## src/hw/rtl/sorted_array_priority_queue_unit_defines.svh

```systemverilog
// Assertion macros for the sorted array priority queue.
// Each macro expects signals named clk and rst_n in the scope where it is used.
`ifndef SORTED_ARRAY_PRIORITY_QUEUE_UNIT_DEFINES_SVH
`define SORTED_ARRAY_PRIORITY_QUEUE_UNIT_DEFINES_SVH

`ifndef SYNTHESIS
// The consequent must hold in the same cycle as the antecedent.
`define SPQ_ASSERT_SAME(lbl, ante, cons, msg) \
  lbl: assert property (@(posedge clk) disable iff (!rst_n) (ante) |-> (cons)) \
    else $error(msg);
// The consequent must hold in the cycle after the antecedent.
`define SPQ_ASSERT_NEXT(lbl, ante, cons, msg) \
  lbl: assert property (@(posedge clk) disable iff (!rst_n) (ante) |=> (cons)) \
    else $error(msg);
`else
`define SPQ_ASSERT_SAME(lbl, ante, cons, msg)
`define SPQ_ASSERT_NEXT(lbl, ante, cons, msg)
`endif

`endif

```

## src/hw/rtl/spq_pkg.sv

```systemverilog
package spq_pkg;

  // Capacity of the queue.
  localparam int DEPTH   = 8;
  localparam int FILL_W  = $clog2(DEPTH + 1);
  localparam int DATA_W  = 32;
  localparam int COUNT_W = 4;

  // Request action codes.
  localparam logic [1:0] ACT_INSERT  = 2'd0;
  localparam logic [1:0] ACT_DELETE  = 2'd1;
  localparam logic [1:0] ACT_DISPLAY = 2'd2;

  typedef enum logic [1:0] {
    STAT_OK        = 2'd0,
    STAT_FULL      = 2'd1,
    STAT_EMPTY     = 2'd2,
    STAT_NOT_FOUND = 2'd3
  } spq_status_t;

  // Operation broadcast to every cell of the chain.
  typedef enum logic [1:0] {
    OP_HOLD   = 2'd0,
    OP_INSERT = 2'd1,
    OP_DELETE = 2'd2,
    OP_ROTATE = 2'd3
  } spq_op_t;

  typedef enum logic {
    S_IDLE    = 1'b0,
    S_DISPLAY = 1'b1
  } spq_state_t;

  typedef struct packed {
    logic [1:0]               action;
    logic signed [DATA_W-1:0] value;
  } spq_req_t;

  typedef struct packed {
    logic [1:0]               status;
    logic signed [DATA_W-1:0] entry;
    logic [COUNT_W-1:0]       count;
    logic                     last;
  } spq_rsp_t;

  // Command shared by all cells.
  typedef struct packed {
    spq_op_t                  op;
    logic signed [DATA_W-1:0] value;
  } spq_cmd_t;

  // Per-cell position flags derived from the fill count.
  typedef struct packed {
    logic occupied;  // cell holds a live entry
    logic tail;      // cell holds the last live entry
  } spq_pos_t;

endpackage

```

## src/hw/rtl/sorted_array_priority_queue_unit.sv

```systemverilog
// Channel   Handshake          Payload                     Direction
// request   start / busy       in_req  (action, value)      in
// result    out_valid strobe   out_rsp (status, entry,      out
//                              count, last)
//
// For insert, delete and unused actions the row of cells updates at the
// accepting edge and the result strobes in the next cycle. A display of
// stored entries keeps busy high while the row rotates by one cell per
// cycle and the head cell feeds each result. A display of an empty queue
// answers with a single result. Reset (rst_n low, synchronous) empties the
// queue and drops any display. Results cannot be held off.
module sorted_array_priority_queue_unit (
  input  logic              clk,
  input  logic              rst_n,
  input  logic              start,
  output logic              busy,
  input  spq_pkg::spq_req_t in_req,
  output logic              out_valid,
  output spq_pkg::spq_rsp_t out_rsp
);

`include "sorted_array_priority_queue_unit_defines.svh"

  localparam int DEPTH  = spq_pkg::DEPTH;
  localparam int FILL_W = spq_pkg::FILL_W;
  localparam int DATA_W = spq_pkg::DATA_W;

  // Control state.
  spq_pkg::spq_state_t state_r, state_nxt;
  logic [FILL_W-1:0]   fill_r, fill_nxt;
  logic [FILL_W-1:0]   disp_idx_r, disp_idx_nxt;
  logic                out_valid_r, out_valid_nxt;
  spq_pkg::spq_rsp_t   out_rsp_r, out_rsp_nxt;

  // Chain wiring.
  spq_pkg::spq_cmd_t          cmd;
  spq_pkg::spq_pos_t          pos   [DEPTH];
  logic signed [DATA_W-1:0]   cdata [DEPTH];
  logic                       cge   [DEPTH];
  logic                       chit  [DEPTH];

  logic accept;
  logic full;
  logic found;
  logic disp_last;

  assign accept    = start && !busy;
  assign full      = (fill_r == FILL_W'(DEPTH));
  // The match flag ripples down the row; the last cell sees whether any
  // live entry equals the request value.
  assign found     = chit[DEPTH-1];
  assign disp_last = ((disp_idx_r + FILL_W'(1)) == fill_r);

  assign busy      = (state_r == spq_pkg::S_DISPLAY);
  assign out_valid = out_valid_r;
  assign out_rsp   = out_rsp_r;

  // The row of cells. Each cell sees its two neighbors and the head cell,
  // which closes the ring at the tail during a display.
  for (genvar i = 0; i < DEPTH; i++) begin : g_cell
    logic signed [DATA_W-1:0] left_d;
    logic signed [DATA_W-1:0] right_d;
    logic                     left_g;
    logic                     hit_i;

    assign pos[i].occupied = (FILL_W'(i) < fill_r);
    assign pos[i].tail     = (FILL_W'(i + 1) == fill_r);

    if (i == 0) begin : g_head
      assign left_d = '0;
      assign left_g = 1'b0;
      assign hit_i  = 1'b0;
    end else begin : g_body
      assign left_d = cdata[i-1];
      assign left_g = cge[i-1];
      assign hit_i  = chit[i-1];
    end

    // The slot past the tail is never live, so whatever it shifts in is
    // beyond the fill count and never read.
    if (i == DEPTH - 1) begin : g_tail
      assign right_d = '0;
    end else begin : g_inner
      assign right_d = cdata[i+1];
    end

    spq_cell u_cell (
      .clk        (clk),
      .cmd        (cmd),
      .pos        (pos[i]),
      .left_data  (left_d),
      .left_ge    (left_g),
      .right_data (right_d),
      .head_data  (cdata[0]),
      .hit_in     (hit_i),
      .data       (cdata[i]),
      .ge_out     (cge[i]),
      .hit_out    (chit[i])
    );
  end

  // Next state, cell command and the result of the request.
  always_comb begin
    state_nxt         = state_r;
    fill_nxt          = fill_r;
    disp_idx_nxt      = disp_idx_r;
    out_valid_nxt     = 1'b0;
    out_rsp_nxt       = out_rsp_r;
    cmd.op            = spq_pkg::OP_HOLD;
    cmd.value         = in_req.value;

    case (state_r)
      spq_pkg::S_IDLE: begin
        if (accept) begin
          // Most requests answer with one result echoing the value.
          out_valid_nxt       = 1'b1;
          out_rsp_nxt.status  = spq_pkg::STAT_OK;
          out_rsp_nxt.entry   = in_req.value;
          out_rsp_nxt.count   = spq_pkg::COUNT_W'(fill_r);
          out_rsp_nxt.last    = 1'b1;
          case (in_req.action)
            spq_pkg::ACT_INSERT: begin
              if (full) begin
                out_rsp_nxt.status = spq_pkg::STAT_FULL;
              end else begin
                cmd.op            = spq_pkg::OP_INSERT;
                fill_nxt          = fill_r + FILL_W'(1);
                out_rsp_nxt.count = spq_pkg::COUNT_W'(fill_r + FILL_W'(1));
              end
            end
            spq_pkg::ACT_DELETE: begin
              if (fill_r == '0) begin
                out_rsp_nxt.status = spq_pkg::STAT_EMPTY;
              end else if (!found) begin
                out_rsp_nxt.status = spq_pkg::STAT_NOT_FOUND;
              end else begin
                cmd.op            = spq_pkg::OP_DELETE;
                fill_nxt          = fill_r - FILL_W'(1);
                out_rsp_nxt.count = spq_pkg::COUNT_W'(fill_r - FILL_W'(1));
              end
            end
            spq_pkg::ACT_DISPLAY: begin
              if (fill_r == '0) begin
                out_rsp_nxt.status = spq_pkg::STAT_EMPTY;
                out_rsp_nxt.entry  = '0;
              end else begin
                // Stream the entries from the display state.
                out_valid_nxt = 1'b0;
                disp_idx_nxt  = '0;
                state_nxt     = spq_pkg::S_DISPLAY;
              end
            end
            default: begin
              // An unused action leaves the queue untouched.
            end
          endcase
        end
      end
      spq_pkg::S_DISPLAY: begin
        // The head cell always holds the next entry to report; rotating
        // the live part of the row by one brings up the following one.
        // After fill_r rotations the row is back in its original order.
        cmd.op             = spq_pkg::OP_ROTATE;
        out_valid_nxt      = 1'b1;
        out_rsp_nxt.status = spq_pkg::STAT_OK;
        out_rsp_nxt.entry  = cdata[0];
        out_rsp_nxt.count  = spq_pkg::COUNT_W'(fill_r);
        out_rsp_nxt.last   = disp_last;
        disp_idx_nxt       = disp_idx_r + FILL_W'(1);
        if (disp_last) begin
          state_nxt = spq_pkg::S_IDLE;
        end
      end
      default: begin
        state_nxt = spq_pkg::S_IDLE;
      end
    endcase
  end

  always_ff @(posedge clk) begin
    if (!rst_n) begin
      state_r     <= spq_pkg::S_IDLE;
      fill_r      <= '0;
      disp_idx_r  <= '0;
      out_valid_r <= 1'b0;
    end else begin
      state_r     <= state_nxt;
      fill_r      <= fill_nxt;
      disp_idx_r  <= disp_idx_nxt;
      out_valid_r <= out_valid_nxt;
    end
  end

  always_ff @(posedge clk) begin
    out_rsp_r <= out_rsp_nxt;
  end

  // The fill count never passes the capacity.
  `SPQ_ASSERT_SAME(a_fill_bound, 1'b1, fill_r <= FILL_W'(DEPTH), "fill count above capacity")
  // A display only runs over a non-empty queue.
  `SPQ_ASSERT_SAME(a_disp_nonempty, busy, fill_r != '0, "display running on empty queue")
  // An accepted insert into a queue with room grows it by exactly one.
  `SPQ_ASSERT_NEXT(a_insert_grows, accept && (in_req.action == spq_pkg::ACT_INSERT) && !full, fill_r == $past(fill_r) + FILL_W'(1), "insert did not grow the queue")
  // A result that is not the last one of its request is followed by another.
  `SPQ_ASSERT_NEXT(a_stream_continues, out_valid && !out_rsp.last, out_valid, "result stream broken")

endmodule

```

## src/hw/rtl/spq_cell.sv

```systemverilog
module spq_cell (
  input  logic                               clk,
  input  spq_pkg::spq_cmd_t                  cmd,
  input  spq_pkg::spq_pos_t                  pos,
  input  logic signed [spq_pkg::DATA_W-1:0]  left_data,
  input  logic                               left_ge,
  input  logic signed [spq_pkg::DATA_W-1:0]  right_data,
  input  logic signed [spq_pkg::DATA_W-1:0]  head_data,
  input  logic                               hit_in,
  output logic signed [spq_pkg::DATA_W-1:0]  data,
  output logic                               ge_out,
  output logic                               hit_out
);

  logic signed [spq_pkg::DATA_W-1:0] data_r;
  logic signed [spq_pkg::DATA_W-1:0] data_nxt;

  // A free slot always accepts; a live slot accepts when the new value is
  // not smaller. Because the row is sorted, this flag only rises along it.
  assign ge_out  = !pos.occupied || (cmd.value >= data_r);
  // Set from the first live cell that matches the value and onward.
  assign hit_out = hit_in || (pos.occupied && (data_r == cmd.value));
  assign data    = data_r;

  always_comb begin
    case (cmd.op)
      spq_pkg::OP_INSERT: begin
        if (left_ge) begin
          data_nxt = left_data;
        end else if (ge_out) begin
          data_nxt = cmd.value;
        end else begin
          data_nxt = data_r;
        end
      end
      spq_pkg::OP_DELETE: begin
        data_nxt = hit_out ? right_data : data_r;
      end
      spq_pkg::OP_ROTATE: begin
        data_nxt = pos.tail ? head_data : right_data;
      end
      default: begin
        data_nxt = data_r;
      end
    endcase
  end

  always_ff @(posedge clk) begin
    data_r <= data_nxt;
  end

endmodule

```

## config.mk

```make
export PLATFORM = sky130hd
export DESIGN_NAME = sorted_array_priority_queue_unit
export DESIGN_NICKNAME = d
export VERILOG_FILES = /design/src/hw/rtl/spq_pkg.sv /design/src/hw/rtl/sorted_array_priority_queue_unit.sv /design/src/hw/rtl/spq_cell.sv
export VERILOG_INCLUDE_DIRS = /design/src /design/src/hw/rtl
export SDC_FILE = /design/constraint.sdc
export NUM_CORES = 1
export LEC_CHECK = 0
export ABC_AREA = 1
export BUFFER_PORTS_ARGS = -buffer_cell sky130_fd_sc_hd__buf_2
export CORE_MARGIN = 1
export CORE_UTILIZATION = 45
export DETAILED_ROUTE_END_ITERATION = 10
export PLACE_DENSITY = 0.65
export SLEW_MARGIN = 10
export SYNTH_ARGS = -nofsm -noshare
export SYNTH_HDL_FRONTEND = slang
export SYNTH_SLANG_ARGS = --single-unit
```

## constraint.sdc

```tcl
create_clock -name clk -period 14.4 [get_ports clk]
set_input_delay 4.32 -clock clk [delete_from_list [all_inputs] [get_ports clk]]
set_output_delay 4.32 -clock clk [all_outputs]
set_load 0.02 [all_outputs]
```

==> results of run 1 <==
sequential cells by signal (all words and copies together) (netlist names):
signal              cells
fill_r                  4
out_valid               1
busy                    1
out_rsp                39
g_cell.u_cell.data    256
disp_idx_r              4
Yosys cell counts (2+ instances only):
cell type,n,area share [%]
inv_1,328,4.8
a21boi_0,2,0.059
xor2_1,3,0.10
o211ai_2,100,4.9
clkbuf_1,134,2.0
a211oi_1,4,0.12
dfxtp_1,10,0.79
buf_2,25,0.49
o22ai_1,32,0.79
nand3b_1,9,0.27
buf_6,15,0.66
nand2_1,836,12
a21oi_1,187,3.7
o21a_1,5,0.15
buf_1,36,0.53
nor3_1,21,0.41
a31oi_1,3,0.074
edfxtp_1,295,35
nand3_1,232,4.6
nor2_1,116,1.7
inv_2,6,0.088
nor2_4,2,0.088
o31ai_1,9,0.27
buf_4,2,0.059
o21bai_1,2,0.059
nand4_1,18,0.44
o21ai_0,157,3.1
o21ai_1,20,0.39
ha_1,262,13
nand4_4,2,0.17
o211ai_1,295,8.7
or2_2,3,0.074
nor4_1,4,0.098
routing by layer:
layer	wire length [um]	share of wire [%]	track usage, %
met4	3349	3.7	12.18
met1	38470	43	44.14
met5	0	0	0
met3	9084	10	4.834
met2	39480	44	47.17
metrics by stage:
stage                     utilization, %  total power, mW
after floorplan                        -            1.767
after global placement             47.33            2.036
after detailed placement           47.33            2.057
final                              49.51            3.035
after CTS                          49.50            3.027
after global routing               49.51            3.170
cells in the final DEF (no fill, tap or decap), types with 4 or more instances in the layout:
cell type   synthesis  final
inv_2               6      6
ha_1              262    262
nor2_4              2      8
dfxtp_1            10      9
o22ai_1            32     32
nand3_1           232    225
buf_2              25     77
clkbuf_16           0     39
a21oi_1           187    186
nor4_1              4      4
nor2_1            116    110
nand3_2             1      4
o21a_1              5      5
a211oi_1            4      4
nand2_2             0      4
buf_4               2     35
nand3b_1            9      9
nor3_1             21     18
nand3_4             1      5
nand4_1            18     18
nand2_1           836    832
clkinv_2            0      7
clkinvlp_4          0      4
inv_1             328    326
o211ai_2          100    100
o31ai_1             9      9
edfxtp_1          295    295
o211ai_1          295    295
o21ai_0           157    157
o21ai_1            20     20
clkbuf_1          134      4
cell families (layout without fill, tap and decap cells):
| kind of cell | count (synthesis) | in the layout | share of synthesized area (%) |
|---|---|---|---|
| buffers and inverters | 546 | 511 | 8.637 |
| flip-flops | 305 | 305 | 35.55 |
| adder cells (fa/ha/maj) | 262 | 262 | 12.86 |
| XOR/XNOR | 4 | 4 | 0.1375 |
| AO/OA/AOI/OAI | 821 | 821 | 22.43 |
| other | 0 | 1 | 0 |
| AND/OR/NAND/NOR | 1249 | 1249 | 20.38 |
report_power, final:
part | internal, mW | total (mW) | switching, mW
registers | 1.11 | 1.17 | 0.0579
clock network | 0.551 | 0.971 | 0.420
logic | 0.273 | 0.894 | 0.620
total | 1.94 | 3.04 | 1.10
area by class of cell:
class                           instances  share of cell area, %
Sequential cell                       305                  32.97
Tap cell                              748                  3.405
Multi-Input combinational cell       2336                  52.27
Clock buffer                           43                  3.605
Inverter                              334                  4.597
Clock inverter                         22                 0.7829
Timing Repair Buffer                  112                  2.358
Antenna cell                            1               0.009104
worst max-delay path by stage:
stage	to	slack (ns)	cells past startpoint
4_1_cts	g_cell[3].u_cell.data[22]	4.76	15
3_3_place_gp	g_cell[3].u_cell.data[23]	4.26	15
2_1_floorplan	g_cell[3].u_cell.data[0]	5.32	18
5_1_grt	g_cell[3].u_cell.data[2]	4.43	15
3_5_place_dp	g_cell[3].u_cell.data[4]	4.18	15
6_report	g_cell[3].u_cell.data[22]	4.50	15
worst max-delay path: stages:
cell     delay [ns]
buf_2          0.22
ha_1           0.44
nand2_1        0.12
nor2_1         0.19
nand4_1        0.50
nor3_1         0.40
nand3_1        0.17
nand4_4        0.23
nand3_4        0.61
nand2_4        0.71
inv_8          0.38
nand2_1        0.18
inv_2          0.09
nor3_2         0.83
buf_4          0.61
==> qor.yml, run 1 <==
placement:
  routabilityCongestion: 0.9514
  postPlaceCellArea_um2: 26280
  pre_cts_ws_ns: 4.181
  place_inst: 3835
  port_buffers: 77
  hpwl_um: 58640
flow_run:
  cap_viol_max_count: 0
synthesis:
  synth.avg_cell_area_um2: 7.996
  syn-instance-count: 3187
  synth_edf_count: 295
  syn_area_um2: 25480
  yosysWarnings: 0
  syn_nets: 3486
  seq_area_frac_synth_pct: 35.55
  yosysUniqueCellTypes: 45
  ys.flop_type: "edfxtp_1"
  yosys_register_bits: 305
  async_flop_share_pct: 0
hold_path:
  holdPathStages: 2
  worstHoldPathType: "register to register"
  hp-start: "disp_idx_r[1]"
  whs_endpoint: "disp_idx_r[1]"
timing:
  holdWs_ns: 0.4933
  grt_setup_unrepaired: "false"
  fin_crit_ns: 9.903
  maxSlewHeadroom_pct: 24.41
  finalHoldViolations: 0
  max_freq_mhz: 101.0
  tightest_slew_ns: 1.134
  tns_ns: 0
  skew_ns: 0.02794
  setup_viol: 0
  drv_slew: 0
  postLayoutSetupSlackWorst_ns: 4.497
  period_share_pct: 68.77
setup_path:
  critPathLaunch: "in_req[31]"
  worst-r2r-cell-count: 15
  crit_required_ns: 14.60
  end_kind: "register"
  worstReg2RegStart: "fill_r[0]"
  r2r_slack_ns: 7.67
  cp.arrival_ns: 10.11
  path_class: "input pin to register"
  start_kind: "input pin"
  r2r_end: "g_cell[3].u_cell.data[22]"
  critPathMaxFanout: 102
final_layout:
  layout-drive-gt1-share_pct: 9.930
  fill_cells: 5283
  seq_area_um2: 9062
  final_nets: 3426
  multi_input_area_um2: 14370
  fin_area_um2: 27490
  post_layout_nonfiller_instances: 3901
  syn2layout_area_growth_pct: 7.871
route:
  post_drt_wl_per_cell_um: 23.17
  drcViolationCount: 0
  via_count: 24031
  first_pass_iters: 6
  avgViaCountPerCell: 6.160
  ant_nets: 0
  drtIter0Drc: 2982
  wl_um: 90380
die:
  coreArea_um2: 55520
  dieArea_um2: 57580
  die_y_um: 240.0
  chipWidth_um: 240.0
  std_cell_rows: 86
  ios: 78
  start_util_pct: 45.89
cts:
  h-tree-depth: 2
  cts_root_buffer: "clkbuf_16"
  ctsResizeCount: 0
  cts_tree: "done"
  cts_setup_buffers: 0
  cts_sinks: 305
  clkTransAtPathRegs_ns: 0.06
  cts_buffers: 38
  postCtsHoldBufs: 0
  insertion_delay_ns: 0.59
  clk_path_buf_depth: 3
status:
  outcome: "completed"
global_routing:
  grt_max_degree: 103
  grt_usage_pct: 31.09
  antenna_found_initial: 2
  grt_overflow: 0
  grt_first_pass_wirelength_um: 135600
  first_global_vias: 22054
power:
  p_per_area_nw_per_um2: 110.4
  vdd_drop_max_uv: 78.84
  p_leak_nw: 11.95
No activity file was read; power rests on OpenSTA's default activity.
==> inputs of run 2 (changes only) <==
Clock period 14.4 ns to 9.5 ns, I/O delays scaled along.
==> qor.yml, run 2 (synthesized netlist as in run 1, its figures left out) <==
status:
  outcome: "completed"
timing:
  maxSlewHeadroom_pct: 24.24
  max_freq_mhz: 152.6
  setup_viol: 0
  fin_crit_ns: 6.554
  finalHoldViolations: 0
  tns_ns: 0
  grt_setup_unrepaired: "false"
  period_share_pct: 68.99
  drv_slew: 0
  skew_ns: 0.02618
  holdWs_ns: 0.4778
  tightest_slew_ns: 1.136
flow_run:
  cap_viol_max_count: 0
power:
  p_leak_nw: 12.00
  p_per_area_nw_per_um2: 167.4
  vdd_drop_max_uv: 102.4
final_layout:
  layout_commonest_cell: "nand2_1"
  final_nets: 3430
  final_cell_mix: "832 x nand2_1, 326 x inv_1, 295 x o211ai_1, 295 x edfxtp_1, 262 x ha_1"
  syn2layout_area_growth_pct: 8.200
  largest_reg_flops: 256
  layout-drive-gt1-share_pct: 9.908
cts:
  insertion_delay_ns: 0.58
  postCtsHoldBufs: 0
  h-tree-depth: 2
  cts_tree: "done"
  clkTransAtPathRegs_ns: 0.06
  cts_buffers: 38
  ctsResizeCount: 0
  clk_path_buf_depth: 3
  cts_root_buffer: "clkbuf_16"
  cts_setup_buffers: 0
  cts_sinks: 305
setup_path:
  critPathMaxFanout: 47
  start_kind: "input pin"
  crit_required_ns: 9.74
  worstReg2RegStart: "fill_r[0]"
  end_kind: "register"
  path_class: "input pin to register"
  r2r_slack_ns: 4.50
  cp.arrival_ns: 6.79
  r2r_end: "g_cell[7].u_cell.data[18]"
  worst-r2r-cell-count: 15
die:
  die_y_um: 240.0
  std_cell_rows: 86
  coreArea_um2: 55520
  ios: 78
  dieArea_um2: 57580
  start_util_pct: 45.89
  chipWidth_um: 240.0
route:
  wl_um: 88420
  avgViaCountPerCell: 6.149
  via_count: 24035
  ant_nets: 0
  drcViolationCount: 0
  drtIter0Drc: 2810
  first_pass_iters: 7
  post_drt_wl_per_cell_um: 22.62
hold_path:
  holdPathStages: 2
  whs_endpoint: "disp_idx_r[3]"
  worstHoldPathType: "register to register"
  hp-start: "disp_idx_r[3]"
placement:
  port_buffers: 77
  hpwl_um: 57880
  routabilityCongestion: 0.9821
global_routing:
  antenna_found_initial: 2
  grt_overflow: 0
  grt_max_degree: 98
  first_global_vias: 22655
  grt_usage_pct: 30.55
  grt_first_pass_wirelength_um: 134300
-- run 2: final cells by class --
cell class,instances,area (um^2)
fillers,5331,27950
multi-input cells,2336,14370
flip-flops and latches,305,9062
inverters,334,1264
clock buffers,48,1020
well taps,748,935.9
repair buffers,116,715.7
clock inverters,20,200.2
diodes,2,5.005
-- run 2: worst max path at each step --
| stage | start | to | slack [ns] | depth (start not counted) |
|---|---|---|---|---|
| 6_report | in_req[31] | g_cell[7].u_cell.data[18] | 2.95 | 17 |
| 4_1_cts | in_req[24] | g_cell[7].u_cell.data[18] | 3.02 | 17 |
| 3_5_place_dp | in_req[24] | g_cell[7].u_cell.data[20] | 2.44 | 17 |
| 2_1_floorplan | in_req[0] | g_cell[3].u_cell.data[0] | 1.89 | 18 |
| 3_3_place_gp | in_req[25] | g_cell[7].u_cell.data[11] | 2.49 | 17 |
| 5_1_grt | in_req[0] | g_cell[7].u_cell.data[18] | 2.70 | 18 |
-- run 2: power breakdown --
part	total [mW]	switching, mW	internal [mW]	leakage (nW)
combinational	1.34	0.922	0.418	8.55
sequential	1.78	0.0922	1.69	2.85
clock	1.50	0.629	0.868	0.601
total	4.62	1.64	2.97	12.0
-- run 2: layer usage --
metal  GRT usage, %  wire length (um)  vias up
met4          13.28              3529        0
met3          4.374              8713      212
met2          46.02             38400     1272
met5              0                 0        -
li1               -                 -    11167
met1          43.40             37780    11384
-- run 2: worst max-delay path: stages --
cell and delay [ns]:
buf_2 0.23, ha_1 0.44, nand2_1 0.11, nor2_1 0.28
nand2_1 0.13, nor2_1 0.24, nand3_1 0.19, nand4_4 0.17
nor2_4 0.05, nand4_4 0.14, nand3_4 0.10, nand2_4 0.55
inv_8 0.26, nand2_1 0.16, inv_2 0.09, nor2_4 0.36
buf_4 0.40
-- run 2: stage by stage --
stage	setup WS (ns)	std cells	utilization [%]	total power [mW]	cell area [um^2]
after CTS	3.019	3907	49.65	4.605	27570
after floorplan	1.888	3187	-	2.679	25480
after global placement	2.486	3839	47.45	3.065	26350
after detailed placement	2.442	3839	47.45	3.111	26350
final	2.946	3909	49.66	4.616	27570
after global routing	2.704	3909	49.66	4.826	27570
